`config.mk`:
```
export PLATFORM = sky130hd
export DESIGN_NAME = kernel_log_line_stamp_parser_core
export DESIGN_NICKNAME = d
export VERILOG_FILES = /design/src/rtl/core/klsp_pkg.sv /design/src/rtl/core/kernel_log_line_stamp_parser_core.sv /design/src/rtl/core/klsp_fifo.sv /design/src/rtl/core/klsp_front.sv /design/src/rtl/core/klsp_back.sv
export SDC_FILE = /design/constraint.sdc
export NUM_CORES = 2
export LEC_CHECK = 0
export ABC_AREA = 1
export BUFFER_PORTS_ARGS = -buffer_cell sky130_fd_sc_hd__clkbuf_2
export CAP_MARGIN = 30
export CORE_UTILIZATION = 30
export CTS_CLUSTER_SIZE = 14
export DETAILED_ROUTE_END_ITERATION = 8
export GPL_TIMING_DRIVEN = 0
export PLACE_DENSITY_LB_ADDON = 0.05
export SYNTH_ARGS = -nofsm -noshare
export SYNTH_HDL_FRONTEND = slang
export SYNTH_HIERARCHICAL = 1
export SYNTH_SLANG_ARGS = --single-unit
```
`constraint.sdc`:
```
create_clock -name clock -period 22.6 [get_ports clock]
set_input_delay 2.26 -clock clock [delete_from_list [all_inputs] [get_ports clock]]
set_output_delay 2.26 -clock clock [all_outputs]
set_load 0.01 [all_outputs]
```
`src/rtl/core/klsp_pkg.sv`:
```
// shared types and constants for the kernel log line stamp parser
package klsp_pkg;

   // byte codes the parser looks for
   localparam logic [7:0] CH_NEWLINE = 8'h0A;
   localparam logic [7:0] CH_LBRACK  = 8'h5B;
   localparam logic [7:0] CH_RBRACK  = 8'h5D;
   localparam logic [7:0] CH_DOT     = 8'h2E;
   localparam logic [7:0] CH_ZERO    = 8'h30;
   localparam logic [7:0] CH_NINE    = 8'h39;
   localparam logic [7:0] CH_SPACE   = 8'h20;
   localparam logic [7:0] CH_TAB     = 8'h09;
   localparam logic [7:0] CH_VTAB    = 8'h0B;
   localparam logic [7:0] CH_FFEED   = 8'h0C;
   localparam logic [7:0] CH_CR      = 8'h0D;

   // byte offset where the stamp starts
   localparam logic [12:0] STAMP_POS = 13'd3;

   localparam logic [39:0] SEC_MAX = 40'hFF_FFFF_FFFF;
   localparam logic [29:0] NS_MAX  = 30'd999_999_999;
   localparam logic [30:0] NS_ONE  = 31'd1_000_000_000;

   // reciprocal of 125 for a 27 bit dividend, shift of 34 (ns / 1000 = (ns >> 3) / 125)
   localparam logic [27:0] RECIP_125 = 28'd137_438_954;
   localparam int          RECIP_SHIFT = 34;

   localparam int LEN_W = 13;
   localparam logic [LEN_W-1:0] LINE_MIN  = 13'd8;
   localparam logic [LEN_W-1:0] LINE_TOP  = 13'd8191;
   localparam logic [LEN_W-1:0] LINE_RST  = 13'd4096;

   // register indexes on the csr port
   localparam logic [1:0] CSR_KEEP_STAMP  = 2'd0;
   localparam logic [1:0] CSR_MAX_LINE    = 2'd1;
   localparam logic [1:0] CSR_OFFSET_SEC  = 2'd2;
   localparam logic [1:0] CSR_OFFSET_NSEC = 2'd3;

   typedef enum logic [2:0] {
      PH_PREFIX,
      PH_SPACE,
      PH_SECS,
      PH_FRAC,
      PH_DONE,
      PH_FAIL
   } phase_type;

   typedef struct packed {
      logic [7:0] data_byte;
      logic       flush;
   } req_type;

   typedef struct packed {
      logic [12:0] line_length;
      logic        stamp_found;
      logic [12:0] strip_count;
      logic [39:0] real_seconds;
      logic [19:0] real_microseconds;
      logic        saturated;
   } rsp_type;

   // one closed line as the front hands it to the back
   typedef struct packed {
      logic [12:0] line_length;
      logic        found;
      logic [39:0] seconds;
      logic [29:0] fraction;
      logic [12:0] stamp_end;
      logic        overflow;
   } line_ev_type;

   typedef struct packed {
      logic        keep_stamp;
      logic [12:0] max_line;
      logic [39:0] offset_seconds;
      logic [29:0] offset_nanoseconds;
   } cfg_type;

   typedef struct packed {
      logic        found;
      logic [12:0] line_length;
      logic [12:0] strip_count;
      logic        overflow;
      logic [30:0] ns_sum;
      logic [40:0] sec_sum;
   } sum_stage_type;

   typedef struct packed {
      logic        found;
      logic [12:0] line_length;
      logic [12:0] strip_count;
      logic        saturated;
      logic [39:0] seconds;
      logic [29:0] ns_adj;
   } carry_stage_type;

   typedef struct packed {
      logic        found;
      logic [12:0] line_length;
      logic [12:0] strip_count;
      logic        saturated;
      logic [39:0] seconds;
      logic [54:0] product;
   } div_stage_type;

endpackage

```
`src/rtl/core/kernel_log_line_stamp_parser_core.sv`:
```
// kernel log line splitter with stamp parser, top level
//
// req_*: one log byte per beat, or a flush beat that closes a pending partial line.
//   a beat is taken when req_push is high and req_full is low.
// rsp_*: one line descriptor per closed line, oldest first; valid while rsp_empty
//   is low, taken when rsp_pop is high.
// csr_*: 64 bit register port, registers at byte offsets 0, 8, 16, 24
//   (keep_stamp, max_line, offset_seconds, offset_nanoseconds); write only while idle.
// throughput: one byte per cycle while req_full is low. each beat is classified by the front
//   parser in the cycle it is taken; a closed line goes through a MID_DEPTH queue to a
//   three stage back pipeline (offset add, carry and saturate, reciprocal multiply).
// path: a closed line goes through the middle queue, the back stage registers and the output queue to rsp.
// stall: when rsp is not popped the output queue of OUT_DEPTH entries fills, the back
//   pipeline stops issuing, then the middle queue fills and req_full rises.
// reset: queues emptied, the open line dropped, registers back to their defaults.
module kernel_log_line_stamp_parser_core #(
   parameter int MAX_LINE  = 4096,
   parameter int MID_DEPTH = 4,
   parameter int OUT_DEPTH = 8
) (
   input  logic              clock,
   input  logic              reset,
   input  logic              req_push,
   output logic              req_full,
   input  klsp_pkg::req_type req_data,
   output logic              rsp_empty,
   input  logic              rsp_pop,
   output klsp_pkg::rsp_type rsp_data,
   input  logic              csr_psel,
   input  logic              csr_penable,
   input  logic              csr_pwrite,
   input  logic [4:0]        csr_paddr,
   input  logic [63:0]       csr_pwdata,
   output logic [63:0]       csr_prdata,
   output logic              csr_pready
);

   localparam int EV_W  = $bits(klsp_pkg::line_ev_type);
   localparam int RSP_W = $bits(klsp_pkg::rsp_type);
   localparam int MCW   = $clog2(MID_DEPTH + 1);
   localparam int OCW   = $clog2(OUT_DEPTH + 1);

   klsp_pkg::cfg_type     cfg_ff, cfg_in;
   logic                  csr_wr;
   logic [1:0]            csr_idx;

   logic                  accept;
   logic                  ev_push, ev_pop, ev_full, ev_empty;
   klsp_pkg::line_ev_type ev_wdata, ev_rdata;
   logic [EV_W-1:0]       ev_rbits;
   logic [MCW-1:0]        ev_count;

   logic                  out_push, out_full;
   klsp_pkg::rsp_type     out_wdata;
   logic [RSP_W-1:0]      out_rbits;
   logic [OCW-1:0]        out_count;

   assign csr_pready = 1'b1;
   assign csr_wr     = csr_psel && csr_penable && csr_pwrite;
   assign csr_idx    = csr_paddr[4:3];

   always_comb begin
      cfg_in = cfg_ff;
      if (csr_wr) begin
         case (csr_idx)
            klsp_pkg::CSR_KEEP_STAMP:  cfg_in.keep_stamp         = csr_pwdata[0];
            klsp_pkg::CSR_MAX_LINE:    cfg_in.max_line           = csr_pwdata[12:0];
            klsp_pkg::CSR_OFFSET_SEC:  cfg_in.offset_seconds     = csr_pwdata[39:0];
            klsp_pkg::CSR_OFFSET_NSEC: cfg_in.offset_nanoseconds = csr_pwdata[29:0];
            default:                   cfg_in = cfg_ff;
         endcase
      end
   end

   always_comb begin
      case (csr_idx)
         klsp_pkg::CSR_KEEP_STAMP:  csr_prdata = 64'(cfg_ff.keep_stamp);
         klsp_pkg::CSR_MAX_LINE:    csr_prdata = 64'(cfg_ff.max_line);
         klsp_pkg::CSR_OFFSET_SEC:  csr_prdata = 64'(cfg_ff.offset_seconds);
         klsp_pkg::CSR_OFFSET_NSEC: csr_prdata = 64'(cfg_ff.offset_nanoseconds);
         default:                   csr_prdata = '0;
      endcase
   end

   always_ff @(posedge clock) begin
      if (reset) begin
         cfg_ff.keep_stamp         <= 1'b0;
         cfg_ff.max_line           <= klsp_pkg::LINE_RST;
         cfg_ff.offset_seconds     <= '0;
         cfg_ff.offset_nanoseconds <= '0;
      end else begin
         cfg_ff <= cfg_in;
      end
   end

   assign req_full = ev_full;
   assign accept   = req_push && !req_full;

   klsp_front #(
      .MAX_LINE (MAX_LINE)
   ) u_front (
      .clock    (clock),
      .reset    (reset),
      .accept   (accept),
      .req_data (req_data),
      .max_line (cfg_ff.max_line),
      .ev_push  (ev_push),
      .ev_data  (ev_wdata)
   );

   klsp_fifo #(
      .WIDTH (EV_W),
      .DEPTH (MID_DEPTH)
   ) u_mid_q (
      .clock (clock),
      .reset (reset),
      .push  (ev_push),
      .wdata (ev_wdata),
      .pop   (ev_pop),
      .rdata (ev_rbits),
      .full  (ev_full),
      .empty (ev_empty),
      .count (ev_count)
   );

   assign ev_rdata = klsp_pkg::line_ev_type'(ev_rbits);

   klsp_back #(
      .OUT_DEPTH (OUT_DEPTH)
   ) u_back (
      .clock     (clock),
      .reset     (reset),
      .cfg       (cfg_ff),
      .ev_empty  (ev_empty || (ev_count == '0)),
      .ev_data   (ev_rdata),
      .ev_pop    (ev_pop),
      .out_count (out_count),
      .out_push  (out_push),
      .out_data  (out_wdata)
   );

   klsp_fifo #(
      .WIDTH (RSP_W),
      .DEPTH (OUT_DEPTH)
   ) u_out_q (
      .clock (clock),
      .reset (reset),
      .push  (out_push),
      .wdata (out_wdata),
      .pop   (rsp_pop),
      .rdata (out_rbits),
      .full  (out_full),
      .empty (rsp_empty),
      .count (out_count)
   );

   assign rsp_data = out_full ? klsp_pkg::rsp_type'(out_rbits) : klsp_pkg::rsp_type'(out_rbits);

endmodule

```
`src/rtl/core/klsp_fifo.sv`:
```
// small register queue with count, used between front and back and at the output
module klsp_fifo #(
   parameter int WIDTH = 8,
   parameter int DEPTH = 4
) (
   input  logic                         clock,
   input  logic                         reset,
   input  logic                         push,
   input  logic [WIDTH-1:0]             wdata,
   input  logic                         pop,
   output logic [WIDTH-1:0]             rdata,
   output logic                         full,
   output logic                         empty,
   output logic [$clog2(DEPTH+1)-1:0]   count
);

   localparam int AW = (DEPTH > 1) ? $clog2(DEPTH) : 1;
   localparam int CW = $clog2(DEPTH + 1);

   logic [WIDTH-1:0] mem_ff [DEPTH];
   logic [AW-1:0]    wr_ptr_ff, wr_ptr_in;
   logic [AW-1:0]    rd_ptr_ff, rd_ptr_in;
   logic [CW-1:0]    count_ff, count_in;
   logic             do_push, do_pop;

   assign full    = (count_ff == CW'(DEPTH));
   assign empty   = (count_ff == '0);
   assign count   = count_ff;
   assign rdata   = mem_ff[rd_ptr_ff];
   assign do_push = push && !full;
   assign do_pop  = pop && !empty;

   always_comb begin
      wr_ptr_in = wr_ptr_ff;
      rd_ptr_in = rd_ptr_ff;
      count_in  = count_ff;
      if (do_push) begin
         wr_ptr_in = (wr_ptr_ff == AW'(DEPTH - 1)) ? '0 : wr_ptr_ff + AW'(1);
      end
      if (do_pop) begin
         rd_ptr_in = (rd_ptr_ff == AW'(DEPTH - 1)) ? '0 : rd_ptr_ff + AW'(1);
      end
      if (do_push && !do_pop) begin
         count_in = count_ff + CW'(1);
      end else if (do_pop && !do_push) begin
         count_in = count_ff - CW'(1);
      end
   end

   always_ff @(posedge clock) begin
      if (reset) begin
         wr_ptr_ff <= '0;
         rd_ptr_ff <= '0;
         count_ff  <= '0;
      end else begin
         wr_ptr_ff <= wr_ptr_in;
         rd_ptr_ff <= rd_ptr_in;
         count_ff  <= count_in;
      end
   end

   always_ff @(posedge clock) begin
      if (do_push) begin
         mem_ff[wr_ptr_ff] <= wdata;
      end
   end

endmodule

```
`src/rtl/core/klsp_front.sv`:
```
// front end: splits the byte stream into lines and parses the stamp as bytes arrive
module klsp_front #(
   parameter int MAX_LINE = 4096
) (
   input  logic                  clock,
   input  logic                  reset,
   input  logic                  accept,
   input  klsp_pkg::req_type     req_data,
   input  logic [12:0]           max_line,
   output logic                  ev_push,
   output klsp_pkg::line_ev_type ev_data
);

   localparam int LIM_CAP = (MAX_LINE > 8191) ? 8191 : MAX_LINE;

   klsp_pkg::phase_type phase_ff, phase_in, phase_upd;
   logic [12:0] count_ff, count_in;
   logic [39:0] sec_ff, sec_in, sec_upd;
   logic [29:0] frac_ff, frac_in, frac_upd;
   logic [12:0] end_ff, end_in, end_upd;
   logic        ovf_ff, ovf_in, ovf_upd;

   logic [7:0]  b;
   logic [3:0]  digit;
   logic        is_digit, is_blank, is_flush, is_nl, is_byte, close;
   logic [43:0] sec_mul;
   logic [33:0] frac_mul;
   logic [12:0] lim, lim_m1, count_upd;

   assign b        = req_data.data_byte;
   assign digit    = 4'(b - klsp_pkg::CH_ZERO);
   assign is_digit = (b >= klsp_pkg::CH_ZERO) && (b <= klsp_pkg::CH_NINE);
   assign is_blank = (b == klsp_pkg::CH_SPACE) || (b == klsp_pkg::CH_TAB) ||
                     (b == klsp_pkg::CH_VTAB) || (b == klsp_pkg::CH_FFEED) ||
                     (b == klsp_pkg::CH_CR);
   assign is_flush = req_data.flush;
   assign is_nl    = !is_flush && (b == klsp_pkg::CH_NEWLINE);
   assign is_byte  = !is_flush && !is_nl;

   // acc * 10 + digit as two shifts and two adds
   assign sec_mul  = (44'(sec_ff) << 3) + (44'(sec_ff) << 1) + 44'(digit);
   assign frac_mul = (34'(frac_ff) << 3) + (34'(frac_ff) << 1) + 34'(digit);

   // line limit clamped to the supported range
   always_comb begin
      if (max_line < klsp_pkg::LINE_MIN) begin
         lim = klsp_pkg::LINE_MIN;
      end else if (max_line > 13'(LIM_CAP)) begin
         lim = 13'(LIM_CAP);
      end else begin
         lim = max_line;
      end
   end
   assign lim_m1    = lim - 13'd1;
   assign count_upd = count_ff + 13'd1;

   // stamp parser next phase for a line byte
   always_comb begin
      phase_upd = phase_ff;
      case (phase_ff)
         klsp_pkg::PH_PREFIX: begin
            if (count_ff == klsp_pkg::STAMP_POS) begin
               phase_upd = (b == klsp_pkg::CH_LBRACK) ? klsp_pkg::PH_SPACE : klsp_pkg::PH_FAIL;
            end
         end
         klsp_pkg::PH_SPACE: begin
            if (is_blank) begin
               phase_upd = klsp_pkg::PH_SPACE;
            end else if (is_digit) begin
               phase_upd = klsp_pkg::PH_SECS;
            end else begin
               phase_upd = (b == klsp_pkg::CH_DOT) ? klsp_pkg::PH_FRAC : klsp_pkg::PH_FAIL;
            end
         end
         klsp_pkg::PH_SECS: begin
            if (!is_digit) begin
               phase_upd = (b == klsp_pkg::CH_DOT) ? klsp_pkg::PH_FRAC : klsp_pkg::PH_FAIL;
            end
         end
         klsp_pkg::PH_FRAC: begin
            if (is_digit) begin
               phase_upd = klsp_pkg::PH_FRAC;
            end else if (b == klsp_pkg::CH_RBRACK) begin
               phase_upd = klsp_pkg::PH_DONE;
            end else begin
               phase_upd = klsp_pkg::PH_FAIL;
            end
         end
         default: phase_upd = phase_ff;
      endcase
   end

   // accumulator and stamp end updates for a line byte
   always_comb begin
      sec_upd  = sec_ff;
      frac_upd = frac_ff;
      end_upd  = end_ff;
      ovf_upd  = ovf_ff;
      case (phase_ff)
         klsp_pkg::PH_SPACE, klsp_pkg::PH_SECS: begin
            if (is_digit) begin
               if (sec_mul > 44'(klsp_pkg::SEC_MAX)) begin
                  sec_upd = klsp_pkg::SEC_MAX;
                  ovf_upd = 1'b1;
               end else begin
                  sec_upd = sec_mul[39:0];
               end
            end
         end
         klsp_pkg::PH_FRAC: begin
            if (is_digit) begin
               if (frac_mul > 34'(klsp_pkg::NS_MAX)) begin
                  frac_upd = klsp_pkg::NS_MAX;
                  ovf_upd  = 1'b1;
               end else begin
                  frac_upd = frac_mul[29:0];
               end
            end else if (b == klsp_pkg::CH_RBRACK) begin
               end_upd = count_upd;
            end
         end
         default: begin
            sec_upd = sec_ff;
         end
      endcase
   end

   // a line byte closes at one below the limit, newline always, flush only with pending bytes
   always_comb begin
      if (is_flush) begin
         close = (count_ff != '0);
      end else if (is_nl) begin
         close = 1'b1;
      end else begin
         close = (count_upd >= lim_m1);
      end
   end

   always_comb begin
      if (is_byte) begin
         ev_data.line_length = count_upd;
         ev_data.found       = (phase_upd == klsp_pkg::PH_DONE);
         ev_data.seconds     = sec_upd;
         ev_data.fraction    = frac_upd;
         ev_data.stamp_end   = end_upd;
         ev_data.overflow    = ovf_upd;
      end else begin
         ev_data.line_length = count_ff;
         ev_data.found       = (phase_ff == klsp_pkg::PH_DONE);
         ev_data.seconds     = sec_ff;
         ev_data.fraction    = frac_ff;
         ev_data.stamp_end   = end_ff;
         ev_data.overflow    = ovf_ff;
      end
   end
   assign ev_push = accept && close;

   always_comb begin
      phase_in = phase_ff;
      count_in = count_ff;
      sec_in   = sec_ff;
      frac_in  = frac_ff;
      end_in   = end_ff;
      ovf_in   = ovf_ff;
      if (accept) begin
         if (close) begin
            phase_in = klsp_pkg::PH_PREFIX;
            count_in = '0;
            sec_in   = '0;
            frac_in  = '0;
            end_in   = '0;
            ovf_in   = 1'b0;
         end else if (is_byte) begin
            phase_in = phase_upd;
            count_in = count_upd;
            sec_in   = sec_upd;
            frac_in  = frac_upd;
            end_in   = end_upd;
            ovf_in   = ovf_upd;
         end
      end
   end

   always_ff @(posedge clock) begin
      if (reset) begin
         phase_ff <= klsp_pkg::PH_PREFIX;
         count_ff <= '0;
         sec_ff   <= '0;
         frac_ff  <= '0;
         end_ff   <= '0;
         ovf_ff   <= 1'b0;
      end else begin
         phase_ff <= phase_in;
         count_ff <= count_in;
         sec_ff   <= sec_in;
         frac_ff  <= frac_in;
         end_ff   <= end_in;
         ovf_ff   <= ovf_in;
      end
   end

endmodule

```
`src/rtl/core/klsp_back.sv`:
```
// back end: adds the clock offset, carries nanoseconds and divides down to microseconds
module klsp_back #(
   parameter int OUT_DEPTH = 8
) (
   input  logic                          clock,
   input  logic                          reset,
   input  klsp_pkg::cfg_type             cfg,
   input  logic                          ev_empty,
   input  klsp_pkg::line_ev_type         ev_data,
   output logic                          ev_pop,
   input  logic [$clog2(OUT_DEPTH+1)-1:0] out_count,
   output logic                          out_push,
   output klsp_pkg::rsp_type             out_data
);

   localparam int CW = $clog2(OUT_DEPTH + 1);

   logic                      v1_ff, v2_ff, v3_ff;
   klsp_pkg::sum_stage_type   s1_ff, s1_in;
   klsp_pkg::carry_stage_type s2_ff, s2_in;
   klsp_pkg::div_stage_type   s3_ff, s3_in;

   logic [1:0]    inflight;
   logic [CW+1:0] credit_use;
   logic [29:0]   ons;
   logic          carry;
   logic [41:0]   sec_tot;

   // issue only when the output queue has room for everything in flight
   assign inflight   = 2'(v1_ff) + 2'(v2_ff) + 2'(v3_ff);
   assign credit_use = (CW+2)'(out_count) + (CW+2)'(inflight);
   assign ev_pop     = !ev_empty && (credit_use < (CW+2)'(OUT_DEPTH));

   assign ons = (cfg.offset_nanoseconds > klsp_pkg::NS_MAX) ?
                klsp_pkg::NS_MAX : cfg.offset_nanoseconds;

   always_comb begin
      s1_in.found       = ev_data.found;
      s1_in.line_length = ev_data.line_length;
      s1_in.overflow    = ev_data.overflow;
      s1_in.ns_sum      = 31'(ev_data.fraction) + 31'(ons);
      s1_in.sec_sum     = 41'(ev_data.seconds) + 41'(cfg.offset_seconds);
      if (ev_data.found && !cfg.keep_stamp) begin
         s1_in.strip_count = ev_data.stamp_end - klsp_pkg::STAMP_POS;
      end else begin
         s1_in.strip_count = '0;
      end
   end

   assign carry   = (s1_ff.ns_sum > 31'(klsp_pkg::NS_MAX));
   assign sec_tot = 42'(s1_ff.sec_sum) + 42'(carry);

   always_comb begin
      s2_in.found       = s1_ff.found;
      s2_in.line_length = s1_ff.line_length;
      s2_in.strip_count = s1_ff.strip_count;
      if (!s1_ff.found) begin
         s2_in.seconds   = '0;
         s2_in.ns_adj    = '0;
         s2_in.saturated = 1'b0;
      end else begin
         s2_in.ns_adj = carry ? 30'(s1_ff.ns_sum - klsp_pkg::NS_ONE) : s1_ff.ns_sum[29:0];
         if (sec_tot > 42'(klsp_pkg::SEC_MAX)) begin
            s2_in.seconds   = klsp_pkg::SEC_MAX;
            s2_in.saturated = 1'b1;
         end else begin
            s2_in.seconds   = sec_tot[39:0];
            s2_in.saturated = s1_ff.overflow;
         end
      end
   end

   always_comb begin
      s3_in.found       = s2_ff.found;
      s3_in.line_length = s2_ff.line_length;
      s3_in.strip_count = s2_ff.strip_count;
      s3_in.saturated   = s2_ff.saturated;
      s3_in.seconds     = s2_ff.seconds;
      s3_in.product     = 55'(s2_ff.ns_adj[29:3]) * 55'(klsp_pkg::RECIP_125);
   end

   always_comb begin
      out_push                   = v3_ff;
      out_data.line_length       = s3_ff.line_length;
      out_data.stamp_found       = s3_ff.found;
      out_data.strip_count       = s3_ff.strip_count;
      out_data.real_seconds      = s3_ff.seconds;
      out_data.real_microseconds = s3_ff.product[klsp_pkg::RECIP_SHIFT +: 20];
      out_data.saturated         = s3_ff.saturated;
   end

   always_ff @(posedge clock) begin
      if (reset) begin
         v1_ff <= 1'b0;
         v2_ff <= 1'b0;
         v3_ff <= 1'b0;
      end else begin
         v1_ff <= ev_pop;
         v2_ff <= v1_ff;
         v3_ff <= v2_ff;
      end
   end

   always_ff @(posedge clock) begin
      s1_ff <= s1_in;
      s2_ff <= s2_in;
      s3_ff <= s3_in;
   end

endmodule

```
* Word-level counts from Yosys, hierarchy flattened
Memories as Yosys holds them, arrays and structs flattened. A register that Yosys moved wholly into a read port is not among the register bits.
Index checks and enable logic that the tools add are counted.
** Operators by class
- Add/subtract/negate cells :: 23
- Multipliers :: 1
- $lt $le $gt $ge :: 11
- Equality and inequality tests :: 24
- Reductions and logical operators :: 46
- Multiplexer cells :: 60
** Operator list (number)
- one-hot mux 64 bit (4 select lines) :: 1
- two-way mux 30 bit :: 7
- two-way mux 40 bit :: 5
- two-way mux 13 bit :: 9
- two-way mux 98 bit :: 1
- multiplier 27 x 27 -> 53 bit (second input constant) :: 1
- two-way mux 3 bit :: 15
- adder 43 x 41 -> 44 bit :: 1
- adder 44 x 4 -> 44 bit :: 1
- > comparator 44 x 40 -> 1 bit (second input constant) :: 1
- adder 41 x 1 -> 42 bit :: 1
- > comparator 42 x 40 -> 1 bit (second input constant) :: 1
- adder 40 x 40 -> 41 bit :: 1
- two-way mux 41 bit :: 1
- == test 8 x 4 -> 1 bit (second input constant) :: 5
- adder 33 x 31 -> 34 bit :: 1
- adder 34 x 4 -> 34 bit :: 1
- > comparator 34 x 30 -> 1 bit (second input constant) :: 1
- adder 30 x 30 -> 31 bit :: 1
- > comparator 31 x 30 -> 1 bit (second input constant) :: 1
- > comparator 30 bit (second input constant) :: 1
- subtractor 30 bit (second input constant) :: 1
- logical AND 1 bit :: 17
- == test 8 x 6 -> 1 bit (second input constant) :: 2
- other kinds (39) :: 88
** Storage, ports and cells
- Bits of input ports :: 85
- Bits in registers :: 523
- Memory bits (writable) :: 1096
- Logic and storage cells :: 204
- Memories :: 2
- Output and inout port bits :: 155
** Memory list
- u_out_q.mem_ff :: words 8, bits a word 88, read ports 1, clocked after memory_dff 1, wr ports 1, RTL line klsp_fifo.sv:20 : logic [WIDTH-1:0] mem_ff [DEPTH];
- u_mid_q.mem_ff :: words 4, bits a word 98, read ports 1, clocked after memory_dff 1, wr ports 1, RTL line klsp_fifo.sv:20

* Longest topological paths before layout
- Depth in word-level cells :: 13
- Gate-level depth with buffers :: 33

* Hierarchy
The synthesis kept the hierarchy.
** By module, submodules not included
- klsp_fifo at u_out_q :: area each 28576.2 sq um, instances 1, cells an instance 2435, seq. area each 21400.5 sq um
- klsp_back :: area each 25801.0 sq um, instances 1, cells an instance 3294, seq. area each 5725.5 sq um
- klsp_fifo at u_mid_q :: area each 15014.4 sq um, instances 1, cells an instance 1019, seq. area each 11951.5 sq um
- klsp_front :: area each 13486.7 sq um, instances 1, cells an instance 2285, seq. area each 2001.9 sq um
- kernel_log_line_stamp_parser_core :: area each 4125.2 sq um, instances 1, cells an instance 639, seq. area each 1681.6 sq um

* Least setup slack after synthesis
OpenSTA, ideal clock, no wires.
- Path kind :: input -> register
- Start :: input port req_data[7] (netlist bit)
- End :: memory u_mid_q/mem_ff[0][0] (netlist bit) (enable)
- Data required time :: 22.044 ns
- Stages :: 11
- Path slack :: 14.640 ns
- Path buffers :: 0
- Arrival time :: 7.404 ns
- Cells stage by stage :: nor2_1 > inv_1 > nor3_1 > nand3_1 > nor2_1 > nor2_1 > inv_1 > nor2_1 > nor2_1 > nand2_1 > nor2_1
** On the way
- Word-level cells in the longest chain between the ends :: 8
** Ends and longest elaborated chain
- start: declaration :: RTL line kernel_log_line_stamp_parser_core.sv:25 : input klsp_pkg::req_type req_data,
- == test 8 x 4 -> 1 bit :: RTL line klsp_front.sv:37 : assign is_nl = !is_flush && (b == klsp_pkg::CH_NEWLINE);
- logical AND 1 bit :: RTL line klsp_front.sv:37
- two-way mux 1 bit :: RTL line klsp_front.sv:132 : end else if (is_nl) begin
- two-way mux 1 bit :: RTL line klsp_front.sv:130 : if (is_flush) begin
- logical AND 1 bit :: RTL line klsp_front.sv:156 : assign ev_push = accept && close;
- named net ev_push :: RTL line kernel_log_line_stamp_parser_core.sv:48 : logic ev_push, ev_pop, ev_full, ev_empty;
- logical AND 1 bit :: RTL line klsp_fifo.sv:30 : assign do_push = push && !full;
- two-way mux 1 bit :: RTL line klsp_fifo.sv:63 : if (do_push) begin
- two-way mux 1 bit (implied by the code) :: RTL line klsp_fifo.sv:64 : mem_ff[wr_ptr_ff] <= wdata;
- end: declaration :: RTL line klsp_fifo.sv:20
The timed path passes the listed nets, and every way through them passes these cells.

==> impl_metrics.env <==
export IMPL_ioPinCount=240
export IMPL_via_per_inst=4.733
export IMPL_place_ws_ps=15920
export IMPL_rsz0062_at_grt="no"
export IMPL_wirelength_um=314400
export IMPL_hold_path_class="flip-flop to flip-flop"
export IMPL_grt_max_degree=26
export IMPL_wl_per_cell_um=22.32
export IMPL_max_slew_margin_pct=32.35
export IMPL_cts_hold_buf=0
export IMPL_yosysWarnings=6
export IMPL_cp_required_ps=23340
export IMPL_antenna_found_initial=16
export IMPL_synth_area_per_cell_um2=8.996
export IMPL_route_detailed_drc=0
export IMPL_clkTransAtPathRegs_ps=60
export IMPL_fillerInstances=29670
export IMPL_drive_above_1_share_pct=9.511
export IMPL_synth_cells=9671
export IMPL_core_area_um2=288100
export IMPL_slew_violations=0
export IMPL_cts_buffers=189
export IMPL_setup_viol=0
export IMPL_grt_first_pass_wirelength_um=458700
export IMPL_io_buffers=187
export IMPL_final_antenna_net_count=1
export IMPL_first_pass_iters=5
export IMPL_cp_max_fo=8
export IMPL_start_kind="flip-flop"
export IMPL_grt_pass1_vias=67030
export IMPL_hold_viol=0
export IMPL_cts_sinks=1588
export IMPL_cts_repair_timing_setup_buffer_count=0
export IMPL_grt_overflow=0
export IMPL_die_area_um2=292200
export IMPL_fmax_mhz=160.7
export IMPL_dr_first_iter_drc_count=4125
export IMPL_status="finished with violations"
export IMPL_period_minus_slack_ps=6221
export IMPL_place_inst=13720
export IMPL_finalSetupTns_ps=0
export IMPL_worstSetupEndpointType="flip-flop"
export IMPL_gp_congestion=0.8946
export IMPL_initial_utilization_pct=30.19
export IMPL_clock_latency_ps=890
export IMPL_fin_cells=14080
export IMPL_die_h_um=540.5
export IMPL_finalClockSkew_ps=73.02
export IMPL_synth_area_um2=87000
export IMPL_place_hpwl_um=247000
export IMPL_area_growth_pct=15.15
export IMPL_cts_buffer_depth=4
export IMPL_worst_slew_pin_slew_ps=1004
export IMPL_grt_usage_pct=21.22
export IMPL_htreeDepth=4
export IMPL_power_density_nw_per_um2=171.1
export IMPL_die_w_um=540.5
export IMPL_violations="antenna violations"
export IMPL_nets=10980
export IMPL_cts_resized=0
export IMPL_vias=66660
export IMPL_p_leak_nw=42.66
export IMPL_num_rows=197
export IMPL_hold_ws_ps=279.7
export IMPL_crit_type="flip-flop to flip-flop"
export IMPL_final_common_cell="nand2_1"
export IMPL_vdd_ir_drop_max_v=0.0003463
export IMPL_arrival_ps=6960
export IMPL_cap_violations=0
export IMPL_postLayoutSetupSlackWorst_ps=16380
export IMPL_period_share_pct=27.53
export IMPL_final_cell_mix="nand2_1 (1971), nor2_1 (1651), edfxtp_1 (1096)"
export IMPL_cts_root_buf="clkbuf_16"
export IMPL_cts_tree="done"
## path summary, 6_finish.rpt
kind / startpoint / end / slack [ps] / cells past startpoint
setup reg to reg: u_back/s2_ff[28] / u_back/out_data[3] / 16380 / 20
setup / recovery: u_back/s2_ff[28] / u_back/out_data[3] / 16380 / 20
hold reg to reg: u_back/s1_ff[93] / u_back/s2_ff[91] / 280 / 0
hold / removal: u_back/s1_ff[93] / u_back/s2_ff[91] / 280 / 0
## layout make-up
class / count / area (µm²) / share of cell area [%]
diodes: 9 / 22.52 / 0.02248
plain buffers: 362 / 1991 / 1.987
clock buffers: 268 / 5318 / 5.308
clock inverters: 82 / 848.3 / 0.8468
inverters: 984 / 3702 / 3.696
multi-input cells: 6760 / 38730 / 38.66
flip-flops and latches: 1588 / 42760 / 42.69
well taps: 3781 / 4731 / 4.722
repair buffers: 249 / 2078 / 2.075
## flip-flops by register name, indices dropped and copies added (netlist names), 4 cells and up, named ones only
name,cells
u_front/end_ff,13
cfg_ff,84
u_mid_q/mem_ff,392
u_front/frac_ff,30
u_back/out_data,88
u_front/count_ff,13
u_out_q/mem_ff,704
u_front/sec_ff,40
u_out_q/count,4
u_back/s1_ff,100
u_back/s2_ff,95
## report_power, final
| part | switching [mW] | internal (mW) |
|---|---|---|
| clock | 1.26 | 1.78 |
| combinational | 7.08 | 3.37 |
| sequential | 0.269 | 3.39 |
| total | 8.61 | 8.54 |
## through the flow
step | util, % | instance area, µm² | power [mW]
CTS | 34.75 | 100100 | 17.43
global placement | 32.19 | 92750 | 14.34
finish | 34.77 | 100200 | 17.14
floorplan | - | 87090 | 10.30
detailed placement | 32.61 | 93960 | 14.27
global route | 34.76 | 100200 | 18.81
## per-layer routing
| metal | part of all wire [%] | up-vias | track usage (%) | wire length (µm) |
|---|---|---|---|---|
| met5 | 0 | - | 0 | 0 |
| met4 | 2.0 | 0 | 4.785 | 6347 |
| met3 | 3.1 | 290 | 1.864 | 9895 |
| met1 | 46 | 32320 | 28.42 | 145300 |
| met2 | 49 | 1113 | 36.89 | 152800 |
| li1 | - | 32940 | - | - |
## worst max-delay path, cell delays in order, from the launching register on
cell	delay [ps]
dfxtp_1	630
inv_1	180
ha_1	450
fa_1	570
inv_1	40
ha_1	290
fa_1	540
fa_1	450
fa_1	550
inv_1	50
fa_1	620
inv_1	70
ha_1	340
a21oi_1	290
o21ai_0	200
nand2_1	130
nand2_1	60
o21bai_1	210
inv_1	80
nand2_1	50
xor2_1	290
No activity file was read; power rests on OpenSTA's default activity.
